==> src/hdl/token_bucket_waiter_queue_defines.svh <==
// Assertion macros shared by the token bucket waiter queue RTL.
`ifndef TOKEN_BUCKET_WAITER_QUEUE_DEFINES_SVH
`define TOKEN_BUCKET_WAITER_QUEUE_DEFINES_SVH

`ifndef SYNTHESIS

// Check that a property holds at every clock edge outside reset.
`define TBWQ_ASSERT(lbl, clk, rst, prop, msg) \
   lbl: assert property (@(posedge clk) disable iff (rst) prop) else $error(msg);

// Check that a condition never occurs outside reset.
`define TBWQ_NEVER(lbl, clk, rst, cond, msg) \
   lbl: assert property (@(posedge clk) disable iff (rst) !(cond)) else $error(msg);

`else

`define TBWQ_ASSERT(lbl, clk, rst, prop, msg)
`define TBWQ_NEVER(lbl, clk, rst, cond, msg)

`endif

`endif

==> src/hdl/tbwq_pkg.sv <==
// Types, constants and codes shared by the token bucket waiter queue.
`timescale 1ns / 1ps

package tbwq_pkg;

   localparam int QUEUE_DEPTH = 16;
   localparam int ID_BITS     = 8;
   localparam int PTR_BITS    = $clog2(QUEUE_DEPTH);
   localparam int FILL_BITS   = $clog2(QUEUE_DEPTH + 1);

   localparam logic [1:0] CMD_TICK    = 2'd0;
   localparam logic [1:0] CMD_REQUEST = 2'd1;
   localparam logic [1:0] CMD_STOP    = 2'd2;

   localparam logic [1:0] ST_GRANTED   = 2'd0;
   localparam logic [1:0] ST_CANCELLED = 2'd1;
   localparam logic [1:0] ST_REJECTED  = 2'd2;

   localparam logic [7:0] TOKEN_CAP_RESET = 8'd2;

   typedef struct packed {
      logic [1:0] cmd;
      logic [7:0] requester_id;
   } req_type;

   typedef struct packed {
      logic [7:0] granted_id;
      logic [1:0] status;
      logic       last;
   } rsp_type;

   typedef struct packed {
      logic empty;
      logic full;
   } fifo_status_type;

endpackage

==> src/hdl/tbwq_fifo.sv <==
// Waiter queue: circular buffer of requester ids with registered read.
`timescale 1ns / 1ps
`include "token_bucket_waiter_queue_defines.svh"

module tbwq_fifo (
   input  logic                          clock,
   input  logic                          reset,
   input  logic                          push,
   input  logic [tbwq_pkg::ID_BITS-1:0]  push_id,
   input  logic                          pop,
   output logic [tbwq_pkg::ID_BITS-1:0]  rd_id,
   output tbwq_pkg::fifo_status_type     status
);

   logic [tbwq_pkg::ID_BITS-1:0]   mem [tbwq_pkg::QUEUE_DEPTH];
   logic [tbwq_pkg::ID_BITS-1:0]   rd_id_ff;
   logic [tbwq_pkg::PTR_BITS-1:0]  head_ff;
   logic [tbwq_pkg::PTR_BITS-1:0]  head_in;
   logic [tbwq_pkg::PTR_BITS-1:0]  tail_ff;
   logic [tbwq_pkg::PTR_BITS-1:0]  tail_in;
   logic [tbwq_pkg::FILL_BITS-1:0] fill_ff;
   logic [tbwq_pkg::FILL_BITS-1:0] fill_in;

   localparam logic [tbwq_pkg::PTR_BITS-1:0] LastSlot =
      tbwq_pkg::PTR_BITS'(tbwq_pkg::QUEUE_DEPTH - 1);

   // Advance pointers with wrap at the queue depth
   always_comb begin
      head_in = head_ff;
      tail_in = tail_ff;
      fill_in = fill_ff;
      if (pop) begin
         head_in = (head_ff == LastSlot) ? '0 : head_ff + 1'b1;
         fill_in = fill_in - 1'b1;
      end
      if (push) begin
         tail_in = (tail_ff == LastSlot) ? '0 : tail_ff + 1'b1;
         fill_in = fill_in + 1'b1;
      end
   end

   // Hold pointers and fill count
   always_ff @(posedge clock) begin
      if (reset) begin
         head_ff <= '0;
         tail_ff <= '0;
         fill_ff <= '0;
      end else begin
         head_ff <= head_in;
         tail_ff <= tail_in;
         fill_ff <= fill_in;
      end
   end

   // Write at tail, read at head into the output register
   always_ff @(posedge clock) begin
      if (push) begin
         mem[tail_ff] <= push_id;
      end
      if (pop) begin
         rd_id_ff <= mem[head_ff];
      end
   end

   assign rd_id        = rd_id_ff;
   assign status.empty = (fill_ff == '0);
   assign status.full  = (fill_ff == tbwq_pkg::FILL_BITS'(tbwq_pkg::QUEUE_DEPTH));

   `TBWQ_NEVER(a_pop_empty, clock, reset, pop && status.empty, "pop from empty queue")
   `TBWQ_NEVER(a_push_full, clock, reset, push && status.full, "push into full queue")
   `TBWQ_NEVER(a_push_pop, clock, reset, push && pop, "push and pop in one cycle")

endmodule

==> src/hdl/token_bucket_waiter_queue.sv <==
// Token bucket rate limiter with a queue of waiting requesters.
//
// Usage: drive req_data and raise start; the command is taken at a clock
// edge where start is high and busy is low. Unless stopped, cmd tick adds
// one token up to the token cap and then grants queued requesters in order;
// cmd request is granted, queued or rejected; cmd stop cancels every queued
// requester and rejects all later requests. Each answer appears on rsp_data
// for exactly one cycle with rsp_valid high; rsp_data.last marks the final
// answer of a command. The receiver cannot stall, so answers are never held
// back. Rate: a request answered at once shows its result in the cycle after
// acceptance and the block stays ready, so such commands run one per cycle.
// A tick or stop that drains the queue pops the head waiter into the registered
// read in S_READ, where a grant takes the shared token decrement, then shows
// the answer in S_EMIT, for each answer, and keeps busy high meanwhile.
// The token cap is written on the csr channel while the block is idle.
// Reset clears the token count, empties the queue, clears the stop state
// and loads the token cap with 2.
`timescale 1ns / 1ps
`include "token_bucket_waiter_queue_defines.svh"

module token_bucket_waiter_queue (
   input  logic              clock,
   input  logic              reset,
   input  logic              start,
   output logic              busy,
   input  tbwq_pkg::req_type req_data,
   output logic              rsp_valid,
   output tbwq_pkg::rsp_type rsp_data,
   input  logic              csr_valid,
   output logic              csr_ready,
   input  logic [7:0]        csr_data
);

   typedef enum logic [1:0] {
      S_IDLE,
      S_READ,
      S_EMIT
   } state_type;

   state_type                    state_ff, state_in;
   logic [7:0]                   token_cap_ff, token_cap_in;
   logic [7:0]                   token_ff, token_in;
   logic                         stopped_ff, stopped_in;
   logic                         cancel_ff, cancel_in;
   logic                         rsp_valid_ff, rsp_valid_in;
   tbwq_pkg::rsp_type            rsp_data_ff, rsp_data_in;

   logic                         accept;
   logic [8:0]                   token_inc;
   logic [7:0]                   token_sat;
   logic [7:0]                   token_dec;
   logic                         fifo_push;
   logic                         fifo_pop;
   logic [tbwq_pkg::ID_BITS-1:0] req_id;
   logic [tbwq_pkg::ID_BITS-1:0] rd_id;
   tbwq_pkg::fifo_status_type    fifo_status;

   tbwq_fifo u_fifo (
      .clock   (clock),
      .reset   (reset),
      .push    (fifo_push),
      .push_id (req_id),
      .pop     (fifo_pop),
      .rd_id   (rd_id),
      .status  (fifo_status)
   );

   assign busy      = (state_ff != S_IDLE);
   assign accept    = start && !busy;
   assign csr_ready = !busy;
   assign req_id    = tbwq_pkg::ID_BITS'(req_data.requester_id);

   // Shared token arithmetic: saturating increment and single decrement
   assign token_inc = {1'b0, token_ff} + 9'd1;
   assign token_sat = (token_inc < {1'b0, token_cap_ff}) ? token_inc[7:0] : token_cap_ff;
   assign token_dec = token_ff - 8'd1;

   // Sequence commands and drains
   always_comb begin
      state_in      = state_ff;
      token_cap_in  = token_cap_ff;
      token_in      = token_ff;
      stopped_in    = stopped_ff;
      cancel_in     = cancel_ff;
      rsp_valid_in  = 1'b0;
      rsp_data_in   = rsp_data_ff;
      fifo_push     = 1'b0;
      fifo_pop      = 1'b0;

      if (csr_valid && csr_ready) begin
         token_cap_in = csr_data;
      end

      unique case (state_ff)
         S_IDLE: begin
            if (accept) begin
               case (req_data.cmd)
                  tbwq_pkg::CMD_TICK: begin
                     if (!stopped_ff) begin
                        token_in  = token_sat;
                        cancel_in = 1'b0;
                        if (!fifo_status.empty && token_sat != 8'd0) begin
                           state_in = S_READ;
                        end
                     end
                  end
                  tbwq_pkg::CMD_REQUEST: begin
                     rsp_data_in.granted_id = 8'(req_id);
                     rsp_data_in.last       = 1'b1;
                     if (stopped_ff) begin
                        rsp_valid_in       = 1'b1;
                        rsp_data_in.status = tbwq_pkg::ST_REJECTED;
                     end else if (fifo_status.empty && token_ff != 8'd0) begin
                        token_in           = token_dec;
                        rsp_valid_in       = 1'b1;
                        rsp_data_in.status = tbwq_pkg::ST_GRANTED;
                     end else if (!fifo_status.full) begin
                        fifo_push = 1'b1;
                     end else begin
                        rsp_valid_in       = 1'b1;
                        rsp_data_in.status = tbwq_pkg::ST_REJECTED;
                     end
                  end
                  tbwq_pkg::CMD_STOP: begin
                     stopped_in = 1'b1;
                     cancel_in  = 1'b1;
                     if (!fifo_status.empty) begin
                        state_in = S_READ;
                     end
                  end
                  default: begin
                  end
               endcase
            end
         end
         S_READ: begin
            // Pop the head waiter; a grant spends one token
            fifo_pop = 1'b1;
            if (!cancel_ff) begin
               token_in = token_dec;
            end
            state_in = S_EMIT;
         end
         S_EMIT: begin
            // Emit the popped waiter and decide whether the drain goes on
            rsp_valid_in           = 1'b1;
            rsp_data_in.granted_id = 8'(rd_id);
            rsp_data_in.status     = cancel_ff ? tbwq_pkg::ST_CANCELLED
                                               : tbwq_pkg::ST_GRANTED;
            rsp_data_in.last       = fifo_status.empty || (!cancel_ff && token_ff == 8'd0);
            state_in               = rsp_data_in.last ? S_IDLE : S_READ;
         end
         default: begin
            state_in = S_IDLE;
         end
      endcase
   end

   // Hold state and registered outputs
   always_ff @(posedge clock) begin
      if (reset) begin
         state_ff      <= S_IDLE;
         token_cap_ff  <= tbwq_pkg::TOKEN_CAP_RESET;
         token_ff      <= '0;
         stopped_ff    <= 1'b0;
         cancel_ff     <= 1'b0;
         rsp_valid_ff  <= 1'b0;
      end else begin
         state_ff      <= state_in;
         token_cap_ff  <= token_cap_in;
         token_ff      <= token_in;
         stopped_ff    <= stopped_in;
         cancel_ff     <= cancel_in;
         rsp_valid_ff  <= rsp_valid_in;
      end
   end

   // Hold result payload
   always_ff @(posedge clock) begin
      rsp_data_ff <= rsp_data_in;
   end

   assign rsp_valid = rsp_valid_ff;
   assign rsp_data  = rsp_data_ff;

   `TBWQ_ASSERT(a_cancel_stopped, clock, reset,
      rsp_valid && rsp_data.status == tbwq_pkg::ST_CANCELLED |-> stopped_ff,
      "cancel result while not stopped")
   `TBWQ_ASSERT(a_emit_strobe, clock, reset,
      state_ff == S_EMIT |=> rsp_valid,
      "drain step produced no result")
   `TBWQ_ASSERT(a_stopped_tick, clock, reset,
      accept && stopped_ff && req_data.cmd == tbwq_pkg::CMD_TICK |=> !rsp_valid && !busy,
      "tick after stop had an effect")

endmodule
==> config.mk <==
export PLATFORM = sky130hd
export DESIGN_NAME = token_bucket_waiter_queue
export DESIGN_NICKNAME = d
export VERILOG_FILES = /design/src/hdl/tbwq_pkg.sv /design/src/hdl/tbwq_fifo.sv /design/src/hdl/token_bucket_waiter_queue.sv
export VERILOG_INCLUDE_DIRS = /design/src /design/src/hdl
export SDC_FILE = /design/constraint.sdc
export NUM_CORES = 1
export LEC_CHECK = 0
export BUFFER_PORTS_ARGS = -buffer_cell sky130_fd_sc_hd__buf_2
export CAP_MARGIN = 20
export CORE_UTILIZATION = 60
export CTS_CLUSTER_SIZE = 10
export DETAILED_ROUTE_END_ITERATION = 8
export PLACE_DENSITY_LB_ADDON = 0.1
export SLEW_MARGIN = 5
export SYNTH_ARGS = -nofsm -noshare
export SYNTH_HDL_FRONTEND = slang
export SYNTH_HIERARCHICAL = 1
export SYNTH_SLANG_ARGS = --single-unit
==> constraint.sdc <==
create_clock -name clock -period 5 [get_ports clock]
set_input_delay 1 -clock clock [delete_from_list [all_inputs] [get_ports clock]]
set_output_delay 1 -clock clock [all_outputs]
set_load 0.01 [all_outputs]
# After elaboration in Yosys (flattened, before gate mapping)
# Memory sizes are Yosys's and may differ from the RTL's. A register that Yosys moved wholly into a read port is not among the register bits.
# Index checks and enable logic that the tools add are counted.
[op_classes] reduce_logical=25 n_div=0 n_addsub=6 bitwise=0 mux=43 mul=0 n_eq_ne=19 shift=0 magnitude_cmp=1
[op_table] cell="2-to-1 mux 8 bit" count=6
[op_table] cell="case mux 8 bit (2 select lines)" count=2
[op_table] cell="2-to-1 mux 11 bit" count=2
[op_table] cell="case mux 11 bit (2 select lines)" count=1
[op_table] cell="2-to-1 mux 1 bit" count=17
[op_table] cell="nonzero test 8 bit" count=2
[op_table] cell="!= test 3 bit, second input constant" count=5
[op_table] cell="2-to-1 mux 2 bit" count=7
[op_table] cell="2-to-1 mux 5 bit" count=2
[op_table] cell="adder 8 x 1 -> 9 bit, second input constant" count=1
[op_table] cell="less-than comparator 9 x 8 -> 1 bit" count=1
[op_table] cell="adder 4 x 1 -> 4 bit, second input constant" count=2
[op_table] cell="== test 4 bit, second input constant" count=2
[op_table] cell="logical NOT 8 bit" count=1
[op_table] cell="2-to-1 mux 4 bit" count=2
[op_table] cell="AND reduction 4 bit" count=2
[op_table] cell="nonzero test 2 bit" count=4
[op_table] cell="subtractor 8 x 1 -> 8 bit, second input constant" count=1
[op_table] cell="AND reduction 7 bit" count=1
[op_table] cell="!= test 2 bit, second input constant" count=3
[op_table] cell="!= test 3 x 1 -> 1 bit, second input constant" count=2
[op_table] cell="case mux 2 bit (3 select lines)" count=1
[op_table] cell="AND reduction 3 bit" count=2
[op_table] cell="adder 5 x 1 -> 5 bit, second input constant" count=1
[op_table] cell="14 further kinds" count=24
[totals] latchBits=0 out_inout_bits=14 rom_bits=0 regBits=45 mem_count=1 ramBits=128 word_cells=107
[memory_table] name="u_fifo.mem" depth=16 width=8 read_ports=1 rd_ports_with_merged_regs=1 write_ports=1 line_no="tbwq_fifo.sv:15" source="logic [tbwq_pkg::ID_BITS-1:0] mem [tbwq_pkg::QUEUE_DEPTH];"

# Logic depth before layout (Yosys ltp)
[logic_depth] ltp_word=10 depth_mapped=11 mapped_depth_nobuf=10

# Hierarchy
# Netlist, hierarchy kept.
[by_module_without_submodules] mod="tbwq_fifo" instances=1 area_per_inst_um2=6037.0 cells_per_inst=312
[by_module_without_submodules] mod="token_bucket_waiter_queue" instances=1 area_per_inst_um2=2194.6 cells_per_inst=257

# Least setup slack after synthesis
# Ideal clock, no wire load.
[synth_timing] path_type="flip-flop to flip-flop" start="register token_ff[0]" end="memory u_fifo/mem[7][0] (netlist bit), enable pin" arrival_time_ns=2.937 path_buffers=2 path_slack_ns=1.731 synth_period_minus_slack_ns=3.269 setup_ns=0.332 stages_incl_launch_ff=12 cell_sequence="dfxtp_1 > clkbuf_1 > inv_1 > ha_1 > or4b_4 > or2_2 > a211o_1 > nor3_1 > buf_1 > nand2_1 > nor2_1 > and2_1"
[synth_between] elab_chain_cells=9
[synth_rtl] element="start: declaration" line_no="token_bucket_waiter_queue.sv:42" source="logic [7:0] token_ff, token_in;"
[synth_rtl] element="start signal: assignment" line_no="token_bucket_waiter_queue.sv:171" source="token_ff <= token_in;"
[synth_rtl] element="nonzero test 8 bit" line_no="token_bucket_waiter_queue.sv:113" source="end else if (fifo_status.empty && token_ff != 8'd0) begin"
[synth_rtl] element="logical AND 1 bit" line_no="token_bucket_waiter_queue.sv:113"
[synth_rtl] element="2-to-1 mux 1 bit" line_no="token_bucket_waiter_queue.sv:113"
[synth_rtl] element="2-to-1 mux 1 bit" line_no="token_bucket_waiter_queue.sv:110" source="if (stopped_ff) begin"
[synth_rtl] element="2-to-1 mux 1 bit" line_no="token_bucket_waiter_queue.sv:97" source="case (req_data.cmd)"
[synth_rtl] element="2-to-1 mux 1 bit" line_no="token_bucket_waiter_queue.sv:96" source="if (accept) begin"
[synth_rtl] element="2-to-1 mux 1 bit" line_no="token_bucket_waiter_queue.sv:94" source="unique case (state_ff)"
[synth_rtl] element="via fifo_push" line_no="token_bucket_waiter_queue.sv:52" source="logic fifo_push;"
[synth_rtl] element="2-to-1 mux 1 bit" line_no="tbwq_fifo.sv:57" source="if (push) begin"
[synth_rtl] element="2-to-1 mux 1 bit (not written as such)" line_no="tbwq_fifo.sv:58" source="mem[tail_ff] <= push_id;"
[synth_rtl] element="end: declaration" line_no="tbwq_fifo.sv:15"
# The timed path passes the listed nets, and every way through them passes these cells.

# Worst setup path in the final report
[layout_timing] start="register token_ff[0]" end="memory u_fifo/mem[2][5] (netlist bit), enable pin"
# Same word-level chain as after synthesis.

==> results.cfg <==
[yosys]
avgSynthCellArea_um2 = 14.5
syn-cell-area_um2 = 8230
synthMuxAreaShare = 0.108
netlist_instances = 569
synth-seq-cells = 181
synth_edf_count = 147
yosys_warnings = 6
synthTopCellsByArea = edfxtp_1 54%, dfxtp_1 8.3%, mux4_2 6.0%
synth_top_cell_area_share = 0.536
synth_adder_area_share = 0.0274
synth.distinct_cells = 66
synthSimpleGateAreaFrac = 0.102
synth_compound_area_frac = 0.0914
synthArstFlopShare = 0
synth_area_leader_cell = edfxtp_1
synth_top_family_by_area = multiplexers
synth_xor_area_frac = 0.0138
synth_seq_area_share = 0.619
synthesis.nets = 609
synthFlopType = edfxtp_1

[placement]
dpl_cell_area_um2 = 8410
place_congestion = 0.916
port_buffers = 35
dpl.hpwl_um = 11900
post-place-ws_ns = 1.58
place_inst = 751

[floorplan]
initial_core_util = 0.619
die-area_um2 = 14200
rows = 42
ioPinCount = 36
core_um2 = 13300
die_h_um = 119
die_x_um = 119

[clock_network]
post_cts_buffers = 0
path_clk_slew_ns = 0.07
worstSkewPairLatency_ns = 0.43
cts-hold-fix-buffers = 0
cts_htree_levels = 4
ctsResizeCount = 0
cts_tree = done
cts_root_buf = clkbuf_16
cts_buffers = 17
clk_path_buf_depth = 2
clock-sinks = 181

[flow_run]
drv_cap = 0

[final_layout]
fin_nets = 635
synthToLayoutAreaGrowth_pct = 9.12
final_cell_count_no_fill = 783
drive_above_1_share = 0.183
layout_common_cells = 147 x edfxtp_1, 39 x nand2_1, 35 x buf_2
final_common_cell = edfxtp_1
finish.instance_area_um2 = 8980
utilization = 0.676
n_antenna_cell = 0

[grt]
overflow = 0
grt_pass1_wl_um = 27300
grt_max_degree = 41
grt_pass1_vias = 4703
antenna_found_initial = 0
gr-usage-all-layers = 0.268

[timing]
relSlewSlack = 0.290
rsz0062_at_grt = false
worst_slack_ns = 1.51
setup_viol = 0
hold_ws_ns = 0.533
finalMaxSlewViolations = 0
fin_skew_ns = 0.00837
tightest_slew_ns = 1.06
period_minus_slack_ns = 3.49
tns_ns = 0
max_freq_mhz = 286
hold_viol = 0
fin_crit_sh = 0.698

[setup_path]
crit_required_ns = 5.09
crit_type = reg -> reg
startpoint = token_ff[0]$_SDFFE_PP0P_
worstRegToRegCells = 9
reg2reg_to = u_fifo/mem[2][5]$_DFFE_PP_
critPathLaunchType = flop
worst_setup_path_end_kind = flop
r2r_slack_ns = 1.51
path_max_fanout = 14
critPathCapture = u_fifo/mem[2][5]$_DFFE_PP_
cp.arrival_ns = 3.58
reg2reg_from = token_ff[0]$_SDFFE_PP0P_

[min_path]
hold_class = reg -> reg

[pwr]
power_mw = 4.42
p_comb_frac = 0.284
p_leak_nw = 3.03
power.density_nw_per_um2 = 492
max-vdd-ir-drop_uv = 280
power_switching_mw = 1.40
switching_share = 0.317
clockPowerShare = 0.290
p_int_mw = 3.02
seqPwrFrac = 0.427

[route]
wl_per_cell_um = 22.9
drc = 0
dr.first_iter.drc_count = 534
routed_wl_um = 17900
num_vias = 4948
vias_per_cell = 6.32
first_pass_iters = 5
ant_nets = 0

[status]
status = complete, no violations
logic make-up after synthesis:
logic type / Yosys count
AO/OA/AOI/OAI: 107
XOR/XNOR: 13
adder cells (fa/ha/maj): 18
buffers and inverters: 52
flip-flops: 181
multiplexers: 44
AND/OR/NAND/NOR: 154
power by group through the flow:
stage	Combinational (mW)	Clock (mW)	Sequential (mW)
global route	1.36	1.36	1.90
global placement	1.21	0	1.91
finish	1.25	1.28	1.89
detailed placement	1.23	0	1.91
floorplan	1.00	0	1.85
CTS	1.24	1.30	1.88
synthesized netlist by cell type, types with 5 or more instances:
cell / instances
dfxtp_1: 34
nor4_1: 5
buf_1: 6
mux4_1: 10
xor2_1: 7
nand3_1: 8
a22oi_1: 16
xnor2_1: 6
nor3b_1: 5
a21oi_1: 29
nor2_1: 26
clkbuf_1: 10
o211ai_1: 5
ha_1: 18
and2_1: 19
or3_1: 7
edfxtp_1: 147
nor3_1: 15
o21ai_0: 8
inv_1: 18
nand2b_1: 5
mux4_2: 22
nand2_1: 39
mux2_2: 8
buf_6: 9
per-layer routing:
layer  vias to the layer above  wire [um]  part of all wire  track usage
li1                       2277          -                 -            -
met1                      2425       7830              0.44        0.380
met2                       228       8610              0.48        0.421
met3                        18       1280             0.072       0.0603
met4                         0        199             0.011       0.0728
met5                         -          0                 0            0
worst max-delay path, stage by stage, from the launching register on:
cell and delay [ns]:
dfxtp_1 0.40, inv_1 0.16, ha_1 0.15, or4b_4 0.47
or2_2 0.33, a211o_1 0.34, nor3_1 0.19, buf_4 0.23
nor3b_1 0.44, and2_1 0.43
flip-flops by register name, summed over array words and instances (netlist names):
name,cells
u_fifo/mem,128
rsp_data,11
token_cap_ff,8
token_ff,8
u_fifo/rd_id,8
u_fifo/fill_ff,5
u_fifo/head_ff,4
u_fifo/tail_ff,4
state_ff,2
cancel_ff,1
rsp_valid,1
stopped_ff,1
final cells by class:
cell class | instances | area [um^2]
inverter | 18 | 67.6
multi-input combinational | 336 | 2820
sequential | 181 | 5100
clock buffer | 18 | 429
clock inverter | 13 | 131
tap | 176 | 220
timing repair buffer | 41 | 220
fill | 932 | 4310
how the worst min path moves through the flow:
stage / start / slack [ns] / cells after the start / to
3_5_place_dp: token_cap_ff[7]$_SDFFE_PP0P_ / 0.51 / 2 / token_cap_ff[7]$_SDFFE_PP0P_
2_1_floorplan: token_cap_ff[2]$_SDFFE_PP0P_ / 0.46 / 2 / token_cap_ff[2]$_SDFFE_PP0P_
4_1_cts: token_cap_ff[7]$_SDFFE_PP0P_ / 0.52 / 2 / token_cap_ff[7]$_SDFFE_PP0P_
5_1_grt: token_cap_ff[7]$_SDFFE_PP0P_ / 0.54 / 2 / token_cap_ff[7]$_SDFFE_PP0P_
3_3_place_gp: u_fifo/head_ff[0]$_SDFFE_PP0P_ / 0.49 / 2 / u_fifo/head_ff[0]$_SDFFE_PP0P_
6_report: u_fifo/head_ff[0]$_SDFFE_PP0P_ / 0.53 / 2 / u_fifo/head_ff[0]$_SDFFE_PP0P_
No activity file was read; power rests on OpenSTA's default activity.
